## src/double_byte_text_line_splitter_macros.svh

```systemverilog
// Assertion macros shared by the line splitter RTL.
// Included by double_byte_text_line_splitter.sv; depends on nothing else.
`ifndef DOUBLE_BYTE_TEXT_LINE_SPLITTER_MACROS_SVH
`define DOUBLE_BYTE_TEXT_LINE_SPLITTER_MACROS_SVH

// The consequent must hold in the same cycle as the antecedent.
`define DBTLS_ASSERT_SAME(lbl, clk, rst_n, ante, cons, msg) \
    lbl: assert property (@(posedge clk) disable iff (!(rst_n)) (ante) |-> (cons)) \
        else $error(msg);

// The consequent must hold in the cycle after the antecedent.
`define DBTLS_ASSERT_NEXT(lbl, clk, rst_n, ante, cons, msg) \
    lbl: assert property (@(posedge clk) disable iff (!(rst_n)) (ante) |=> (cons)) \
        else $error(msg);

`endif

```

## src/dbtls_pkg.sv

```systemverilog
// Package for the double-byte text line splitter: sizes, character codes
// and the sequencer state type. Depends on nothing.
package dbtls_pkg;

    // Storage sizes.
    localparam int MAX_BYTES = 128;
    localparam int MAX_LINES = 16;

    // Buffer index, byte count, scan position and line counter widths.
    localparam int ADDR_W = $clog2(MAX_BYTES);
    localparam int CNT_W  = 8;
    localparam int POS_W  = CNT_W + 1;
    localparam int LINE_W = $clog2(MAX_LINES + 1);

    // Character codes.
    localparam logic [7:0] CHR_CR         = 8'h0d;
    localparam logic [7:0] CHR_LF         = 8'h0a;
    localparam logic [7:0] DBL_LEAD_ABOVE = 8'h80;

    // Line width after reset.
    localparam logic [7:0] WIDTH_RESET = 8'd16;

    // Sequencer states.
    typedef enum logic [3:0] {
        S_LOAD,
        S_LINE,
        S_FIT,
        S_FIT_CHK,
        S_NF_RD,
        S_NF_LEAD,
        S_NF_PAIR,
        S_END,
        S_EMIT
    } t_state;

endpackage

```

## src/double_byte_text_line_splitter.sv

```systemverilog
// Double-byte text line splitter: loads a message one byte per cycle (o_stall low),
// then scans it and emits one record per display line. After the byte marked last, each
// line is scanned one byte at a time (one two-byte character at a time when the rest is
// wider than the line), then its record is emitted once the output is not stalled.
// Synchronous active-low reset clears the sequencer, byte count and output valid and
// sets the line width to 16; the text buffer is not cleared.
module double_byte_text_line_splitter (
    input  logic       i_clk,
    input  logic       i_rst_n,
    // Input byte channel.
    input  logic       i_valid,
    output logic       o_stall,
    input  logic [7:0] i_message_byte,
    input  logic       i_is_last_byte,
    // Line record channel.
    output logic       o_valid,
    input  logic       i_stall,
    output logic [3:0] o_line_index,
    output logic [7:0] o_line_start,
    output logic [7:0] o_line_end,
    output logic       o_is_last_line,
    output logic       o_status,
    // Line width register write.
    input  logic       i_cfg_valid,
    output logic       o_cfg_ready,
    input  logic [7:0] i_cfg_data
);
    import dbtls_pkg::*;

    `include "double_byte_text_line_splitter_macros.svh"

    // Sequencer and datapath registers.
    t_state            r_state, n_state;
    logic [7:0]        r_width;
    logic [CNT_W-1:0]  r_count, n_count;
    logic [POS_W-1:0]  r_pos, n_pos;
    logic [POS_W-1:0]  r_p, n_p;
    logic [LINE_W-1:0] r_line, n_line;

    // Text buffer and its registered read data.
    logic [7:0]        mem [MAX_BYTES];
    logic [7:0]        r_rd0, r_rd1;
    logic              r_ok0, r_ok1;

    // Output record register.
    logic              r_o_valid;
    logic [3:0]        r_o_index;
    logic [7:0]        r_o_start, r_o_end;
    logic              r_o_last, r_o_status;

    // Control from the output decode.
    logic              w_we;
    logic              w_re;
    logic [POS_W-1:0]  w_ra;
    logic              w_emit;

    // Shared compare logic.
    logic [POS_W-1:0]  w_len, w_rem, w_d0, w_d2, w_wid;
    logic [7:0]        w_b0, w_b1;
    logic              w_pair, w_lead, w_fit, w_done, w_lastl, w_out_free;

    assign w_len   = POS_W'(r_count);
    assign w_wid   = POS_W'(r_width);
    assign w_rem   = w_len - r_pos;
    assign w_fit   = (w_rem <= w_wid);
    assign w_d0    = r_p - r_pos;
    assign w_d2    = r_p + POS_W'(2) - r_pos;
    assign w_b0    = r_ok0 ? r_rd0 : 8'h00;
    assign w_b1    = r_ok1 ? r_rd1 : 8'h00;
    assign w_pair  = (w_b0 == CHR_CR) && (w_b1 == CHR_LF);
    assign w_lead  = (w_b0 > DBL_LEAD_ABOVE);
    assign w_done  = (r_p >= w_len);
    assign w_lastl = w_done || (r_line == LINE_W'(MAX_LINES - 1));
    assign w_out_free = !r_o_valid || !i_stall;

    // Next state of the sequencer.
    always_comb begin
        n_state = r_state;
        unique case (r_state)
            S_LOAD: begin
                if (i_valid && i_is_last_byte) n_state = S_LINE;
            end
            S_LINE: begin
                n_state = w_fit ? S_FIT : S_NF_RD;
            end
            S_FIT: begin
                n_state = (r_p == w_len) ? S_END : S_FIT_CHK;
            end
            S_FIT_CHK: begin
                n_state = w_pair ? S_END : S_FIT;
            end
            S_NF_RD: begin
                n_state = S_NF_LEAD;
            end
            S_NF_LEAD: begin
                if (w_lead) begin
                    n_state = (w_d2 >= w_wid) ? S_END : S_NF_RD;
                end else begin
                    n_state = S_NF_PAIR;
                end
            end
            S_NF_PAIR: begin
                n_state = (w_pair || (w_d0 >= w_wid)) ? S_END : S_NF_LEAD;
            end
            S_END: begin
                n_state = S_EMIT;
            end
            S_EMIT: begin
                if (w_out_free) n_state = w_lastl ? S_LOAD : S_LINE;
            end
            default: begin
                n_state = S_LOAD;
            end
        endcase
    end

    // Sequencer outputs: input stall, buffer write and read, record load.
    always_comb begin
        o_stall = 1'b1;
        w_we    = 1'b0;
        w_re    = 1'b0;
        w_ra    = r_p;
        w_emit  = 1'b0;
        unique case (r_state)
            S_LOAD: begin
                o_stall = 1'b0;
                w_we    = i_valid && (r_count < CNT_W'(MAX_BYTES));
            end
            S_FIT: begin
                w_re = (r_p != w_len);
                w_ra = r_p + POS_W'(1);
            end
            S_NF_RD: begin
                w_re = 1'b1;
            end
            S_NF_LEAD: begin
                w_re = !w_lead;
                w_ra = r_p + POS_W'(1);
            end
            S_END: begin
                w_re = 1'b1;
            end
            S_EMIT: begin
                w_emit = w_out_free;
            end
            S_LINE, S_FIT_CHK, S_NF_PAIR: begin
                w_re = 1'b0;
            end
            default: begin
                w_re = 1'b0;
            end
        endcase
    end

    // Datapath next values.
    always_comb begin
        n_count = r_count;
        n_pos   = r_pos;
        n_p     = r_p;
        n_line  = r_line;
        case (r_state)
            S_LOAD: begin
                if (w_we) n_count = r_count + CNT_W'(1);
                if (i_valid && i_is_last_byte) begin
                    n_pos  = '0;
                    n_line = '0;
                end
            end
            S_LINE: begin
                n_p = r_pos;
            end
            S_FIT: begin
                if (r_p != w_len) n_p = r_p + POS_W'(1);
            end
            S_NF_LEAD: begin
                if (w_lead) begin
                    // A two-byte character that overshoots the width stays out.
                    if (!(w_d2 > w_wid)) n_p = r_p + POS_W'(2);
                end else begin
                    n_p = r_p + POS_W'(1);
                end
            end
            S_EMIT: begin
                if (w_out_free) begin
                    if (w_lastl) begin
                        n_count = '0;
                    end else begin
                        n_pos  = w_pair ? (r_p + POS_W'(2)) : r_p;
                        n_line = r_line + LINE_W'(1);
                    end
                end
            end
            default: begin
                n_p = r_p;
            end
        endcase
    end

    // Control registers.
    always_ff @(posedge i_clk) begin
        if (!i_rst_n) begin
            r_state   <= S_LOAD;
            r_width   <= WIDTH_RESET;
            r_count   <= '0;
            r_pos     <= '0;
            r_p       <= '0;
            r_line    <= '0;
            r_ok0     <= 1'b0;
            r_ok1     <= 1'b0;
            r_o_valid <= 1'b0;
        end else begin
            r_state <= n_state;
            r_count <= n_count;
            r_pos   <= n_pos;
            r_p     <= n_p;
            r_line  <= n_line;
            if (i_cfg_valid) r_width <= i_cfg_data;
            if (w_re) begin
                r_ok0 <= (w_ra < w_len);
                r_ok1 <= ((w_ra + POS_W'(1)) < w_len);
            end
            if (w_emit) begin
                r_o_valid <= 1'b1;
            end else if (!i_stall) begin
                r_o_valid <= 1'b0;
            end
        end
    end

    // Text buffer: one write port, two registered read ports.
    always_ff @(posedge i_clk) begin
        if (w_we) mem[r_count[ADDR_W-1:0]] <= i_message_byte;
        if (w_re) begin
            r_rd0 <= mem[w_ra[ADDR_W-1:0]];
            r_rd1 <= mem[ADDR_W'(w_ra + POS_W'(1))];
        end
    end

    // Output record payload.
    always_ff @(posedge i_clk) begin
        if (w_emit) begin
            r_o_index  <= r_line[3:0];
            r_o_start  <= r_pos[7:0];
            r_o_end    <= r_p[7:0];
            r_o_last   <= w_lastl;
            r_o_status <= !w_done;
        end
    end

    assign o_valid        = r_o_valid;
    assign o_line_index   = r_o_index;
    assign o_line_start   = r_o_start;
    assign o_line_end     = r_o_end;
    assign o_is_last_line = r_o_last;
    assign o_status       = r_o_status && r_o_last;
    assign o_cfg_ready    = 1'b1;

    // A line never ends before it starts.
    `DBTLS_ASSERT_SAME(a_end_after_start, i_clk, i_rst_n, o_valid, o_line_end >= o_line_start, "line end before line start")
    // Overflow status only appears on the final record.
    `DBTLS_ASSERT_SAME(a_status_last, i_clk, i_rst_n, o_valid && o_status, o_is_last_line, "status set on a record that is not last")
    // Emitting the final record empties the buffer for the next message.
    `DBTLS_ASSERT_NEXT(a_count_clear, i_clk, i_rst_n, w_emit && w_lastl, (r_count == '0) && (r_state == S_LOAD), "buffer not released after final record")

endmodule

```

## config.mk

```make
export PLATFORM = sky130hd
export DESIGN_NAME = double_byte_text_line_splitter
export DESIGN_NICKNAME = d
export VERILOG_FILES = /design/src/dbtls_pkg.sv /design/src/double_byte_text_line_splitter.sv
export VERILOG_INCLUDE_DIRS = /design/src /design/src/src
export SDC_FILE = /design/constraint.sdc
export NUM_CORES = 2
export LEC_CHECK = 0
export ABC_AREA = 1
export BUFFER_PORTS_ARGS = -buffer_cell sky130_fd_sc_hd__buf_4
export CAP_MARGIN = 20
export CORE_MARGIN = 2
export CORE_UTILIZATION = 40
export DETAILED_ROUTE_END_ITERATION = 16
export GPL_ROUTABILITY_DRIVEN = 0
export PLACE_DENSITY = 0.52
export SLEW_MARGIN = 20
export SYNTH_ARGS = -nofsm -noshare
export SYNTH_HDL_FRONTEND = slang
export SYNTH_SLANG_ARGS = --single-unit
export TNS_END_PERCENT = 10
```

## constraint.sdc

```tcl
create_clock -name i_clk -period 7.8 [get_ports i_clk]
set_input_delay 1.56 -clock i_clk [delete_from_list [all_inputs] [get_ports i_clk]]
set_output_delay 1.56 -clock i_clk [all_outputs]
set_load 0.005 [all_outputs]
```

==> impl_metrics.yaml <==
run_status:
  outcome: "finished clean"
min_path:
  min_from: "r_pos[6]"
  hold_depth: 0
  hold_path_class: "flip-flop to flip-flop"
  hold_end: "o_line_start[6]"
grt:
  grt_first_pass_wirelength_um: 320000
  grtUsageMet2_pct: 42.7
  busiest_layer: "met2"
  grtUsageTotal_pct: 27.2
  grt_util_met3_pct: 4.32
  grt_max_degree: 185
  met1_usage_pct: 37.7
  overflow: 0
  grt_pass1_vias: 48716
  antenna_found_initial: 2
sta:
  finalCriticalPeriod_ns: 5.64
  setup_tns_ns: 0
  fin_ws_ns: 2.16
  timing.clock.skew_ns: 0.0308
  fmax_mhz: 177
  tightest_slew_ns: 1.21
  hold_viol_final: 0
  post-route-period-util_pct: 72.3
  slew_headroom_pct: 18.9
  setup_violations: 0
  rsz0062_at_grt: "no"
  finalMaxSlewViolations: 0
clocking:
  clk_latency_ns: 0.79
  cts.clk_slew.worst_paths_ns: 0.06
  cts-root-buf: "clkbuf_16"
  post_cts_buffers: 0
  cts_resized: 0
  cts_sinks: 1108
  cts_made_buffers: 132
  cts_buffer_depth: 3
  htreeDepth: 4
  cts_tree: "yes"
  hold_buffers: 0
floorplan:
  io_pins: 47
  fp.dieArea_mm2: 0.157
  die_w_um: 396
  core-area_mm2: 0.152
  initial_utilization_pct: 40.4
  fp.dieH_um: 396
  rows: 143
yosys:
  synth_area_leaders: "edfxtp_1 52%, nand2_1 15%, nand3_1 15%"
  syn_inst: 7621
  synth_area_per_cell_um2: 8.08
  ys_ff_latch: 1108
  yosysTopAreaCell: "edfxtp_1"
  yosysMostFrequentCell: "nand2_1"
  synth_top_family_by_area: "simple AND/OR/NAND/NOR gates"
  synth_fa_ha_area_share_pct: 1.60
  ys_warn_count: 0
  syn-num-nets: 7720
  async_flop_share_pct: 0
  synth.cell_area_mm2: 0.0616
  synthTopCellsByCount: "2,443 x nand2_1, 1,827 x nand3_1, 1,067 x inv_1"
  synthMuxAreaShare_pct: 0
  synth_xor_area_share_pct: 0.581
  synth_edf_count: 1062
  synthFlopType: "edfxtp_1"
  synth_top_area_share_pct: 51.8
  synth_cell_types: 43
  yosys.area_share.simple_pct: 31.9
  ys_seq_area_share_pct: 53.3
  synth_compound_area_share_pct: 2.37
cells_and_area:
  areaGrowthSynthToFinish_pct: 9.27
  n_fill_cell: 15020
  instances_no_fill: 9545
  nets: 7509
  drive_gt1_share_pct: 4.73
  fin_util_pct: 44.1
drt:
  route.vias.total: 52257
  drc: 0
  drtPass1Iterations: 6
  initialDrtViolationCount: 6364
  route.antenna.remaining_nets: 0
  wirelength_um: 217000
  wire_per_inst_um: 22.7
  vias_per_cell: 5.47
run:
  drv_cap: 0
critical_path:
  worst-path-max-fanout: 91
  critPathRequiredTime_ns: 8.34
  rr_endpoint: "r_rd1[0]"
  r2r_cells: 18
  startpoint_type: "flip-flop"
  crit_type: "flip-flop to flip-flop"
  arrival_ns: 6.18
  r2r_slack_ns: 2.16
  r2r-start: "r_state[3]"
  endpoint_kind: "flip-flop"
placement:
  dp_cells: 9305
  portBuffers: 45
  pre_cts_slack_ns: 2.29
  dpl.hpwl_um: 129000
==> through the flow <==
step	area (µm²)	hold slack, ns
after floorplan	61600	0.425
after global placement	63100	0.447
after detailed placement	63100	0.453
after CTS	67300	0.468
after global routing	67300	0.473
final	67300	0.470
==> per-layer routing <==
metal	vias up	wire, µm
met1	24933	92100
met4	4	8200
met5	-	80
met3	420	18700
met2	2449	98000
li1	24451	-
==> kinds of logic (layout without fill, tap and decap cells) <==
group / count (synthesis) / count (layout)
compound gates: 280 / 280
xor+xnor: 40 / 40
fa+ha+maj: 77 / 77
buf+inv: 1545 / 1437
flops: 1108 / 1108
other cells: 1 / 3
simple gates: 4570 / 4570
==> critical path, cell delays in order (launching register included) <==
cell,delay [ns]
dfxtp_1,0.34
nor2_2,0.30
nand2_2,0.21
nand2_2,0.42
nand2_4,0.26
nand2_8,0.51
ha_4,0.22
inv_1,0.04
nand3_1,0.11
nand2_4,0.38
inv_4,0.82
buf_4,0.52
nand3_1,0.15
nand3_1,0.11
nand3_1,0.27
nand3_1,0.36
nand2_1,0.09
nand2_1,0.08
nand2_1,0.06
==> final cells by class <==
cell class | instances | area, µm² | area share (%)
flip-flops and latches | 1108 | 32800 | 48.8
inverters | 1079 | 4070 | 6.05
repair buffers | 121 | 1140 | 1.70
diodes | 2 | 5.00 | 0.00744
well taps | 2030 | 2540 | 3.77
multi-input cells | 4968 | 22600 | 33.5
clock buffers | 166 | 3490 | 5.19
clock inverters | 71 | 666 | 0.989
==> flip-flops by register name, indices dropped and copies added (netlist names) <==
signal          cells
mem              1024
o_is_last_line      1
o_line_end          8
o_line_index        4
o_line_start        8
o_valid             1
r_count             8
r_line              5
r_o_status          1
r_ok0               1
r_ok1               1
r_p                 9
r_pos               9
r_rd0               8
r_rd1               8
r_state             4
r_width             8
==> placed cells by master (no fill, tap or decap), drive strengths merged, types with 3 or more instances in the layout <==
cell type	count
nand4	15
inv	1090
bufinv	10
buf	121
o22ai	5
ha	74
nor2	248
nand3	1831
nand3b	9
clkbuf	166
clkinv	48
edfxtp	1062
fa	3
xor2	31
dfxtp	46
a21oi	147
nand2	2456
nor3	5
or2	3
a211oi	5
xnor2	9
o21ai	113
==> worst max-delay path by stage <==
stage,startpoint,end,slack [ns]
global placement,r_state[1],r_rd1[0],2.30
CTS,r_state[3],r_rd1[3],2.27
global route,r_state[1],r_rd1[2],1.88
detailed placement,r_state[3],r_rd1[3],2.29
finish,r_state[3],r_rd1[0],2.16
floorplan,r_state[3],r_ok1,4.32
Power is left out: the tool's default activity adds up to more than one toggle a clock period on the data nets, which glitch-free logic cannot reach.
